## src/sv/skct_pkg.sv

```systemverilog
// Shared types and constants for the sorted key count table.
`timescale 1ns / 1ps
package skct_pkg;

  localparam int DEPTH      = 16;
  localparam int KEY_BITS   = 16;
  localparam int COUNT_BITS = 16;

  localparam int IDX_W = $clog2(DEPTH);
  localparam int OCC_W = $clog2(DEPTH + 1);

  localparam logic [COUNT_BITS-1:0] COUNT_MAX = {COUNT_BITS{1'b1}};
  localparam logic [OCC_W-1:0]      OCC_FULL  = OCC_W'(DEPTH);

  typedef enum logic [1:0] {
    OP_ADD    = 2'd0,
    OP_REMOVE = 2'd1,
    OP_LIST   = 2'd2,
    OP_NOP    = 2'd3
  } op_t;

  typedef enum logic [1:0] {
    ST_OK          = 2'd0,
    ST_NOT_PRESENT = 2'd1,
    ST_FULL        = 2'd2
  } status_t;

  typedef enum logic [3:0] {
    S_IDLE,
    S_SRCH_RD,
    S_SRCH_CHK,
    S_SHUP_RD,
    S_SHUP_WR,
    S_SHDN_RD,
    S_SHDN_WR,
    S_LIST_RD,
    S_LIST_EMIT,
    S_EMIT
  } seq_state_t;

  typedef struct packed {
    logic [KEY_BITS-1:0]   key;
    logic [COUNT_BITS-1:0] count;
  } entry_t;

  // One result item offered by the sequencer to the output register
  typedef struct packed {
    logic                  valid;
    status_t               status;
    logic [KEY_BITS-1:0]   key;
    logic [COUNT_BITS-1:0] count;
    logic                  last;
  } res_t;

  // Sequencer status seen by the top level
  typedef struct packed {
    logic             idle;
    logic [OCC_W-1:0] occ;
  } seq_stat_t;

endpackage

```

## src/sv/skct_ram.sv

```systemverilog
// Simple dual-port RAM: one write port, one registered read port.
`timescale 1ns / 1ps
module skct_ram #(
  parameter int DEPTH  = 16,
  parameter int DATA_W = 32,
  parameter int ADDR_W = $clog2(DEPTH)
) (
  input  logic              clk,
  input  logic              we,
  input  logic [ADDR_W-1:0] waddr,
  input  logic [DATA_W-1:0] wdata,
  input  logic              re,
  input  logic [ADDR_W-1:0] raddr,
  output logic [DATA_W-1:0] rdata
);

  logic [DATA_W-1:0] mem [DEPTH];
  logic [DATA_W-1:0] rdata_r;

  // Write one entry
  always_ff @(posedge clk) begin
    if (we) begin
      mem[waddr] <= wdata;
    end
  end

  // Read one entry, data valid the next cycle and held until the next read
  always_ff @(posedge clk) begin
    if (re) begin
      rdata_r <= mem[raddr];
    end
  end

  assign rdata = rdata_r;

endmodule

```

## src/sv/skct_seq.sv

```systemverilog
// Sequencer: search, insert, delete and list over the entry memory.
`timescale 1ns / 1ps
module skct_seq (
  input  logic                          clk,
  input  logic                          rst_n,
  input  logic                          in_accept,
  input  skct_pkg::op_t                 in_op,
  input  logic [skct_pkg::KEY_BITS-1:0] in_key,
  output skct_pkg::seq_stat_t           stat,
  output skct_pkg::res_t                res,
  input  logic                          res_ready
);
  import skct_pkg::*;

  seq_state_t            state_r, state_nxt;
  op_t                   op_r, op_nxt;
  logic [KEY_BITS-1:0]   key_r, key_nxt;
  logic [OCC_W-1:0]      idx_r, idx_nxt;
  logic [OCC_W-1:0]      pos_r, pos_nxt;
  logic [OCC_W-1:0]      occ_r, occ_nxt;
  status_t               rst_r, rst_nxt;
  logic [KEY_BITS-1:0]   rkey_r, rkey_nxt;
  logic [COUNT_BITS-1:0] rcnt_r, rcnt_nxt;

  logic             mem_we, mem_re;
  logic [IDX_W-1:0] mem_waddr, mem_raddr;
  entry_t           mem_wdata, mem_rdata;

  logic [OCC_W-1:0] idx_inc, idx_dec;
  logic             miss;
  logic [OCC_W-1:0] miss_pos;

  assign idx_inc = idx_r + OCC_W'(1);
  assign idx_dec = idx_r - OCC_W'(1);

  skct_ram #(
    .DEPTH  (DEPTH),
    .DATA_W ($bits(entry_t))
  ) u_ram (
    .clk   (clk),
    .we    (mem_we),
    .waddr (mem_waddr),
    .wdata (mem_wdata),
    .re    (mem_re),
    .raddr (mem_raddr),
    .rdata (mem_rdata)
  );

  // Control registers
  always_ff @(posedge clk) begin
    if (!rst_n) begin
      state_r <= S_IDLE;
      occ_r   <= '0;
    end else begin
      state_r <= state_nxt;
      occ_r   <= occ_nxt;
    end
  end

  // Working registers
  always_ff @(posedge clk) begin
    op_r   <= op_nxt;
    key_r  <= key_nxt;
    idx_r  <= idx_nxt;
    pos_r  <= pos_nxt;
    rst_r  <= rst_nxt;
    rkey_r <= rkey_nxt;
    rcnt_r <= rcnt_nxt;
  end

  // Next state, memory accesses and result
  always_comb begin
    state_nxt = state_r;
    op_nxt    = op_r;
    key_nxt   = key_r;
    idx_nxt   = idx_r;
    pos_nxt   = pos_r;
    occ_nxt   = occ_r;
    rst_nxt   = rst_r;
    rkey_nxt  = rkey_r;
    rcnt_nxt  = rcnt_r;
    mem_we    = 1'b0;
    mem_waddr = idx_r[IDX_W-1:0];
    mem_wdata = mem_rdata;
    mem_re    = 1'b0;
    mem_raddr = idx_r[IDX_W-1:0];
    miss      = 1'b0;
    miss_pos  = idx_r;
    res       = '0;
    res.status = rst_r;
    res.key    = rkey_r;
    res.count  = rcnt_r;
    res.last   = 1'b1;

    unique case (state_r)
      S_IDLE: begin
        if (in_accept) begin
          op_nxt   = in_op;
          key_nxt  = in_key;
          rkey_nxt = in_key;
          idx_nxt  = '0;
          unique case (in_op)
            OP_ADD, OP_REMOVE: state_nxt = S_SRCH_RD;
            OP_LIST: begin
              if (occ_r == '0) begin
                rst_nxt   = ST_NOT_PRESENT;
                rkey_nxt  = '0;
                rcnt_nxt  = '0;
                state_nxt = S_EMIT;
              end else begin
                state_nxt = S_LIST_RD;
              end
            end
            default: state_nxt = S_IDLE;
          endcase
        end
      end

      // Read the next candidate, or stop at the end of the table
      S_SRCH_RD: begin
        if (idx_r == occ_r) begin
          miss = 1'b1;
        end else begin
          mem_re    = 1'b1;
          state_nxt = S_SRCH_CHK;
        end
      end

      S_SRCH_CHK: begin
        if (mem_rdata.key == key_r) begin
          mem_waddr     = idx_r[IDX_W-1:0];
          mem_wdata.key = key_r;
          if (op_r == OP_ADD) begin
            mem_we          = 1'b1;
            mem_wdata.count = (mem_rdata.count == COUNT_MAX) ? mem_rdata.count
                                                             : mem_rdata.count + COUNT_BITS'(1);
            rst_nxt   = ST_OK;
            rcnt_nxt  = mem_wdata.count;
            state_nxt = S_EMIT;
          end else if (mem_rdata.count > COUNT_BITS'(1)) begin
            mem_we          = 1'b1;
            mem_wdata.count = mem_rdata.count - COUNT_BITS'(1);
            rst_nxt   = ST_OK;
            rcnt_nxt  = mem_wdata.count;
            state_nxt = S_EMIT;
          end else begin
            // Last one removed: close the gap
            rst_nxt   = ST_OK;
            rcnt_nxt  = '0;
            state_nxt = S_SHDN_RD;
          end
        end else if (mem_rdata.key > key_r) begin
          miss = 1'b1;
        end else begin
          idx_nxt   = idx_inc;
          state_nxt = S_SRCH_RD;
        end
      end

      // Move entries up one place, from the top down to the insert point
      S_SHUP_RD: begin
        if (idx_r == pos_r) begin
          mem_we          = 1'b1;
          mem_wdata.key   = key_r;
          mem_wdata.count = COUNT_BITS'(1);
          occ_nxt   = occ_r + OCC_W'(1);
          rst_nxt   = ST_OK;
          rcnt_nxt  = COUNT_BITS'(1);
          state_nxt = S_EMIT;
        end else begin
          mem_re    = 1'b1;
          mem_raddr = idx_dec[IDX_W-1:0];
          state_nxt = S_SHUP_WR;
        end
      end

      S_SHUP_WR: begin
        mem_we    = 1'b1;
        idx_nxt   = idx_dec;
        state_nxt = S_SHUP_RD;
      end

      // Move entries down one place over the deleted one
      S_SHDN_RD: begin
        if (idx_inc == occ_r) begin
          occ_nxt   = occ_r - OCC_W'(1);
          state_nxt = S_EMIT;
        end else begin
          mem_re    = 1'b1;
          mem_raddr = idx_inc[IDX_W-1:0];
          state_nxt = S_SHDN_WR;
        end
      end

      S_SHDN_WR: begin
        mem_we    = 1'b1;
        idx_nxt   = idx_inc;
        state_nxt = S_SHDN_RD;
      end

      S_LIST_RD: begin
        mem_re    = 1'b1;
        state_nxt = S_LIST_EMIT;
      end

      // Offer one listed entry, hold it until the output takes it
      S_LIST_EMIT: begin
        res.valid  = 1'b1;
        res.status = ST_OK;
        res.key    = mem_rdata.key;
        res.count  = mem_rdata.count;
        res.last   = (idx_inc == occ_r);
        if (res_ready) begin
          idx_nxt   = idx_inc;
          state_nxt = (idx_inc == occ_r) ? S_IDLE : S_LIST_RD;
        end
      end

      S_EMIT: begin
        res.valid = 1'b1;
        if (res_ready) begin
          state_nxt = S_IDLE;
        end
      end

      default: state_nxt = S_IDLE;
    endcase

    // Key not found: insert, report full, or report not present
    if (miss) begin
      rkey_nxt = key_r;
      rcnt_nxt = '0;
      if (op_r == OP_REMOVE) begin
        rst_nxt   = ST_NOT_PRESENT;
        state_nxt = S_EMIT;
      end else if (occ_r == OCC_FULL) begin
        rst_nxt   = ST_FULL;
        state_nxt = S_EMIT;
      end else begin
        pos_nxt   = miss_pos;
        idx_nxt   = occ_r;
        state_nxt = S_SHUP_RD;
      end
    end
  end

  assign stat.idle = (state_r == S_IDLE);
  assign stat.occ  = occ_r;

endmodule

```

## src/sv/sorted_key_count_table_core.sv

```systemverilog
// Sorted key count table: top level with handshake and output register.
//
// Use: keeps up to DEPTH distinct keys in ascending order, each with a count.
// Input channel (in_valid/in_stall, in_op, in_key): add a key, remove one of
// a key, or list all entries; op 3 is dropped without a result.
// Result channel (out_valid/out_stall): status, key_out, count_out, last.
// Add and remove give one result; a list gives one result per entry with
// last on the highest key, or one not-present result for an empty table.
// Timing: one item is worked at a time; in_stall is high until the item's
// last result has entered the output register. The search reads one entry
// at a time from the entry memory (one read port, registered read data) and
// checks it; an insert or delete moves one entry at a time by a read and a
// write, so an add or remove takes longer the more entries it searches and
// moves. A list reads and then offers each entry in turn.
// The output register holds a result while out_stall is high and the
// sequencer waits on it. Reset empties the table at once; memory contents
// are not cleared, since entries beyond the occupancy are never read.
`timescale 1ns / 1ps
module sorted_key_count_table_core (
  input  logic                            clk,
  input  logic                            rst_n,
  input  logic                            in_valid,
  output logic                            in_stall,
  input  logic [1:0]                      in_op,
  input  logic [skct_pkg::KEY_BITS-1:0]   in_key,
  output logic                            out_valid,
  input  logic                            out_stall,
  output logic [1:0]                      out_status,
  output logic [skct_pkg::KEY_BITS-1:0]   out_key_out,
  output logic [skct_pkg::COUNT_BITS-1:0] out_count_out,
  output logic                            out_last
);
  import skct_pkg::*;

  seq_stat_t stat;
  res_t      res;
  logic      res_ready;
  logic      in_accept;

  logic                  out_valid_r, out_valid_nxt;
  status_t               out_status_r;
  logic [KEY_BITS-1:0]   out_key_r;
  logic [COUNT_BITS-1:0] out_count_r;
  logic                  out_last_r;

  assign in_stall  = !stat.idle;
  assign in_accept = in_valid && stat.idle;
  assign res_ready = !out_valid_r || !out_stall;

  skct_seq u_seq (
    .clk       (clk),
    .rst_n     (rst_n),
    .in_accept (in_accept),
    .in_op     (op_t'(in_op)),
    .in_key    (in_key),
    .stat      (stat),
    .res       (res),
    .res_ready (res_ready)
  );

  // Output valid: load on a new result, drop once taken
  always_comb begin
    out_valid_nxt = out_valid_r;
    if (res.valid && res_ready) begin
      out_valid_nxt = 1'b1;
    end else if (!out_stall) begin
      out_valid_nxt = 1'b0;
    end
  end

  always_ff @(posedge clk) begin
    if (!rst_n) begin
      out_valid_r <= 1'b0;
    end else begin
      out_valid_r <= out_valid_nxt;
    end
  end

  // Output payload: hold while stalled
  always_ff @(posedge clk) begin
    if (res.valid && res_ready) begin
      out_status_r <= res.status;
      out_key_r    <= res.key;
      out_count_r  <= res.count;
      out_last_r   <= res.last;
    end
  end

  assign out_valid     = out_valid_r;
  assign out_status    = out_status_r;
  assign out_key_out   = out_key_r;
  assign out_count_out = out_count_r;
  assign out_last      = out_last_r;

  // Occupancy stays within the table
  assert property (@(posedge clk) disable iff (!rst_n) stat.occ <= OCC_FULL)
    else $error("occupancy beyond table depth");

  // Occupancy moves by at most one per cycle
  assert property (@(posedge clk) disable iff (!rst_n)
    (stat.occ != $past(stat.occ)) |->
      ((stat.occ == $past(stat.occ) + OCC_W'(1)) ||
       (stat.occ + OCC_W'(1) == $past(stat.occ))))
    else $error("occupancy jumped");

  // A full status is only reported on a full table
  assert property (@(posedge clk) disable iff (!rst_n)
    (res.valid && res.status == ST_FULL) |-> (stat.occ == OCC_FULL))
    else $error("full status on a table with room");

  // No new item is taken while a result is still being offered
  assert property (@(posedge clk) disable iff (!rst_n)
    res.valid |-> in_stall)
    else $error("item taken during result offer");

endmodule

```

## config.mk

```make
export PLATFORM = sky130hd
export DESIGN_NAME = sorted_key_count_table_core
export DESIGN_NICKNAME = d
export VERILOG_FILES = /design/src/sv/skct_pkg.sv /design/src/sv/skct_ram.sv /design/src/sv/skct_seq.sv /design/src/sv/sorted_key_count_table_core.sv
export SDC_FILE = /design/constraint.sdc
export NUM_CORES = 1
export LEC_CHECK = 0
export ABC_CLOCK_PERIOD_IN_PS = 10600
export BUFFER_PORTS_ARGS = -buffer_cell sky130_fd_sc_hd__buf_2
export CORE_MARGIN = 2
export CORE_UTILIZATION = 42
export DETAILED_ROUTE_END_ITERATION = 8
export GPL_TIMING_DRIVEN = 0
export PLACE_DENSITY = 0.61
export REMOVE_ABC_BUFFERS = 1
export SYNTH_ARGS = -nofsm -noshare
export SYNTH_HDL_FRONTEND = slang
export SYNTH_SLANG_ARGS = --single-unit
```

## constraint.sdc

```tcl
create_clock -name clk -period 10.6 [get_ports clk]
set_input_delay 2.65 -clock clk [delete_from_list [all_inputs] [get_ports clk]]
set_output_delay 2.65 -clock clk [all_outputs]
set_load 0.005 [all_outputs]
```

==> results.md <==
* DR DRC count at 0
* Share of post-route cells with drive strength above 1 at 0.171
* Seq/Total Area, Yosys at 0.706
* Initial Util at 0.424
* Crit path arrival time at approximately 6 ns
* # H-tree levels at 3
* Yosys cell types at 70
* N_diodes at 0
* Setup Fix Bufs, Post-CTS at 0
* Routed WL at approximately 72 mm
* Synth async-reset ratio at 0
* Post-Synthesis Cells at 1,808
* Most frequent cells in the layout: edfxtp_1 (618), mux2i_1 (197), nand2_1 (159)
* CP max stage delay at 0.93 ns
* Die Span Y at roughly 260 µm
* Wire per inst at 25.3 µm
* Pwr dens at 265 nW/µm²
* WP data required at 10.90 ns
* Drt via density at 5.76
* Pin count of the biggest net entering global routing at 38
* Grt ovf at 0
* Normalized max-slew margin at 0.201
* Die ar. at 66,800 µm²
* DIE WIDTH at 259 µm
* Post-synth EDFFs at ~620
* Total power at 8.44 mW
* TritonCTS Buffers at 68
* Post-DRT Antenna Nets at 0
* Hold path startpoint: u_seq.rcnt_r[14]$_SDFFE_PP0P_
* Net switching power at 2.70 mW
* Setup CP Type: register to register
* Total global-route track usage at 0.215
* Nets@finish at slightly below 2k
* Worst vdd ir at ~140 µV
* Port Buffers at 58
* Final setup fails at 0
* Outcome: finished clean
* # fillers at 5,368
* DRT Pass-1 Iters at 8
* Worst Max-Slew Pin Slew at 1.20 ns
* Worst Skew at 0.0269 ns
* CTS sink count at 651
* DP Area at 29,700 µm²
* Net Sw Frac at 0.320
* Gpl congestion at 0.880
* Maxcap violations at 0
* Clock Path Buffers at 3
* Final min period at 5.53 ns
* Most common cell after layout, fill and taps aside: edfxtp_1
* DP Wirelength at between 40 and 50 mm
* Via Count at 16.3k
* CTS-repair resized insts at 0
* Combinational share of power at 0.302
* Layout Area Growth over Synthesis at 16.9%
* Cell Area, Synth at between 20,000 and 30,000 µm²
* Leak Pwr at 11.3 nW
* Ys Warns at 0
* Hold buffers post-CTS at 0
* Final core utilization at 0.495
* Main synth FF type: edfxtp_1
* Skew-Pair Late Insertion Delay at 0.61 ns
* Antenna violations before repair at 1
* RSZ-0062 raised after global routing: false
* CTS tree: built
* Worst setup path start: u_seq.u_ram.rdata[29]$_DFFE_PP_
* Critical-path top delay cell: nor4_1
* Number of rows in the core area at 93
* Vias in the first global route at 16.0k
* Post-route clock period utilization at 0.522
* Max Slew Vio Count at 0
* Seq pwr share at 0.422
* Crit-path cells: ha_1, nand4_1, nor4_1, nand2_1, and2_2, a31o_2, nand2_1, nand2_1, nor3_2, buf_6, buf_6, buf_6
* Crit path launch type: register
* Endpoint class of the critical path: register
* Final hold vios at 0
* Detailed Route Iter0 Violations at ~1.9k
* HP Class: register to register
* Fin area at roughly 32,000 µm²
* Clk Tree Root Cell: clkbuf_16
* Synthesis-stage register bit count at 651
* Core area at 64,200 µm²
* Maximum net fanout on the critical path at 11
* Synth Area per Inst at 15.0 µm²
* Reg-to-Reg Start: u_seq.u_ram.rdata[29]$_DFFE_PP_
* F_max at 181 MHz
* Worst-path clk slew at approximately 0.060 ns
* First-pass GRT wire length at 106 mm
* Total Neg Setup Slack at 0 ns
* I/O pin total at 59
* Clk pwr share at 0.275
* Internal power at about 5.7 mW
-- routing by layer --
layer,global-route usage,vias up,share of wire
li1,-,7227,-
met5,0,-,0
met3,0.0312,128,0.072
met2,0.338,683,0.47
met4,0.0784,0,0.030
met1,0.305,8251,0.43
-- final cells by class --
| type | count | area (µm²) | area share |
|---|---|---|---|
| Timing Repair Buffer | 138 | 1650 | 0.0517 |
| Clock inverter | 38 | 337 | 0.0106 |
| Multi-Input combinational cell | 1025 | 7600 | 0.239 |
| Clock buffer | 85 | 1820 | 0.0571 |
| Tap cell | 855 | 1070 | 0.0336 |
| Sequential cell | 651 | 19200 | 0.604 |
| Inverter | 35 | 131 | 0.00413 |
-- per-stage QoR --
stage / instances / worst slack, ns / hold WS, ns
floorplan: 1711 / -17.27 / 0.429
finish: 2827 / 5.07 / 0.453
global route: 2827 / 4.80 / 0.474
global placement: 2624 / -29.22 / 0.444
CTS: 2826 / 4.96 / 0.454
detailed placement: 2703 / 4.78 / 0.446
-- critical path, delay by kind of cell (launching register included) --
kind,cells,cell delay [ns]
simple gates,7,3.36
compound gates,1,0.37
fa+ha+maj,1,0.35
flops,1,0.49
buf+inv,3,0.62
-- cell usage after synthesis (all sizes together) (7+ instances only) --
library cell / instances / area share
a21oi: 48 / 0.0092
a22oi: 7 / 0.0019
and2: 9 / 0.0021
buf: 51 / 0.010
clkbuf: 46 / 0.0063
dfxtp: 33 / 0.024
edfxtp: 618 / 0.68
ha: 28 / 0.013
inv: 34 / 0.0047
mux2: 32 / 0.013
mux2i: 197 / 0.072
mux4: 32 / 0.027
nand2: 162 / 0.022
nand3: 49 / 0.0090
nand4: 15 / 0.0034
nor2: 96 / 0.013
nor2b: 10 / 0.0023
nor3: 15 / 0.0028
o21ai: 100 / 0.018
o22ai: 69 / 0.016
or4: 36 / 0.0099
xnor2: 20 / 0.0067
xor2: 8 / 0.0026
-- state kept, by name (all words and copies together), names as in the netlist --
register and cells:
out_count_out 16, out_key_out 16, out_last 1, out_status 2, out_valid 1, u_seq.idx_r 5, u_seq.key_r 16, u_seq.occ_r 5
u_seq.op_r 2, u_seq.pos_r 5, u_seq.rcnt_r 16, u_seq.rkey_r 16, u_seq.rst_r 2, u_seq.state_r 4, u_seq.u_ram.mem 512, u_seq.u_ram.rdata 32
-- logic make-up (layout without fill, tap and decap cells) --
kind of cell,Yosys count,count (layout),share of synthesized area
XOR/XNOR,28,28,0.00929
buffers and inverters,132,296,0.0216
adder cells (fa/ha/maj),29,29,0.0136
multiplexers,261,261,0.112
AO/OA/AOI/OAI,281,281,0.0627
AND/OR/NAND/NOR,426,426,0.0740
flip-flops,651,651,0.706
-- power by group through the flow --
stage / combinational (mW) / sequential, mW / clock [mW]
6_report: 2.55 / 3.56 / 2.32
5_1_grt: 2.75 / 3.59 / 2.46
4_1_cts: 2.55 / 3.56 / 2.36
3_5_place_dp: 2.53 / 3.61 / 0
3_3_place_gp: 3.13 / 3.61 / 0
2_1_floorplan: 2.66 / 3.54 / 0
-- worst paths after layout --
check	to	slack [ns]	depth (start not counted)
worst max register to register	u_seq.u_ram.mem[1][6]$_DFFE_PP_	5.07	12
worst min-delay path	u_seq.rcnt_r[14]$_SDFFE_PP0P_	0.45	2
worst min register to register	u_seq.rcnt_r[14]$_SDFFE_PP0P_	0.45	2
worst max-delay path	u_seq.u_ram.mem[1][6]$_DFFE_PP_	5.07	12
No activity file was read; power rests on OpenSTA's default activity.
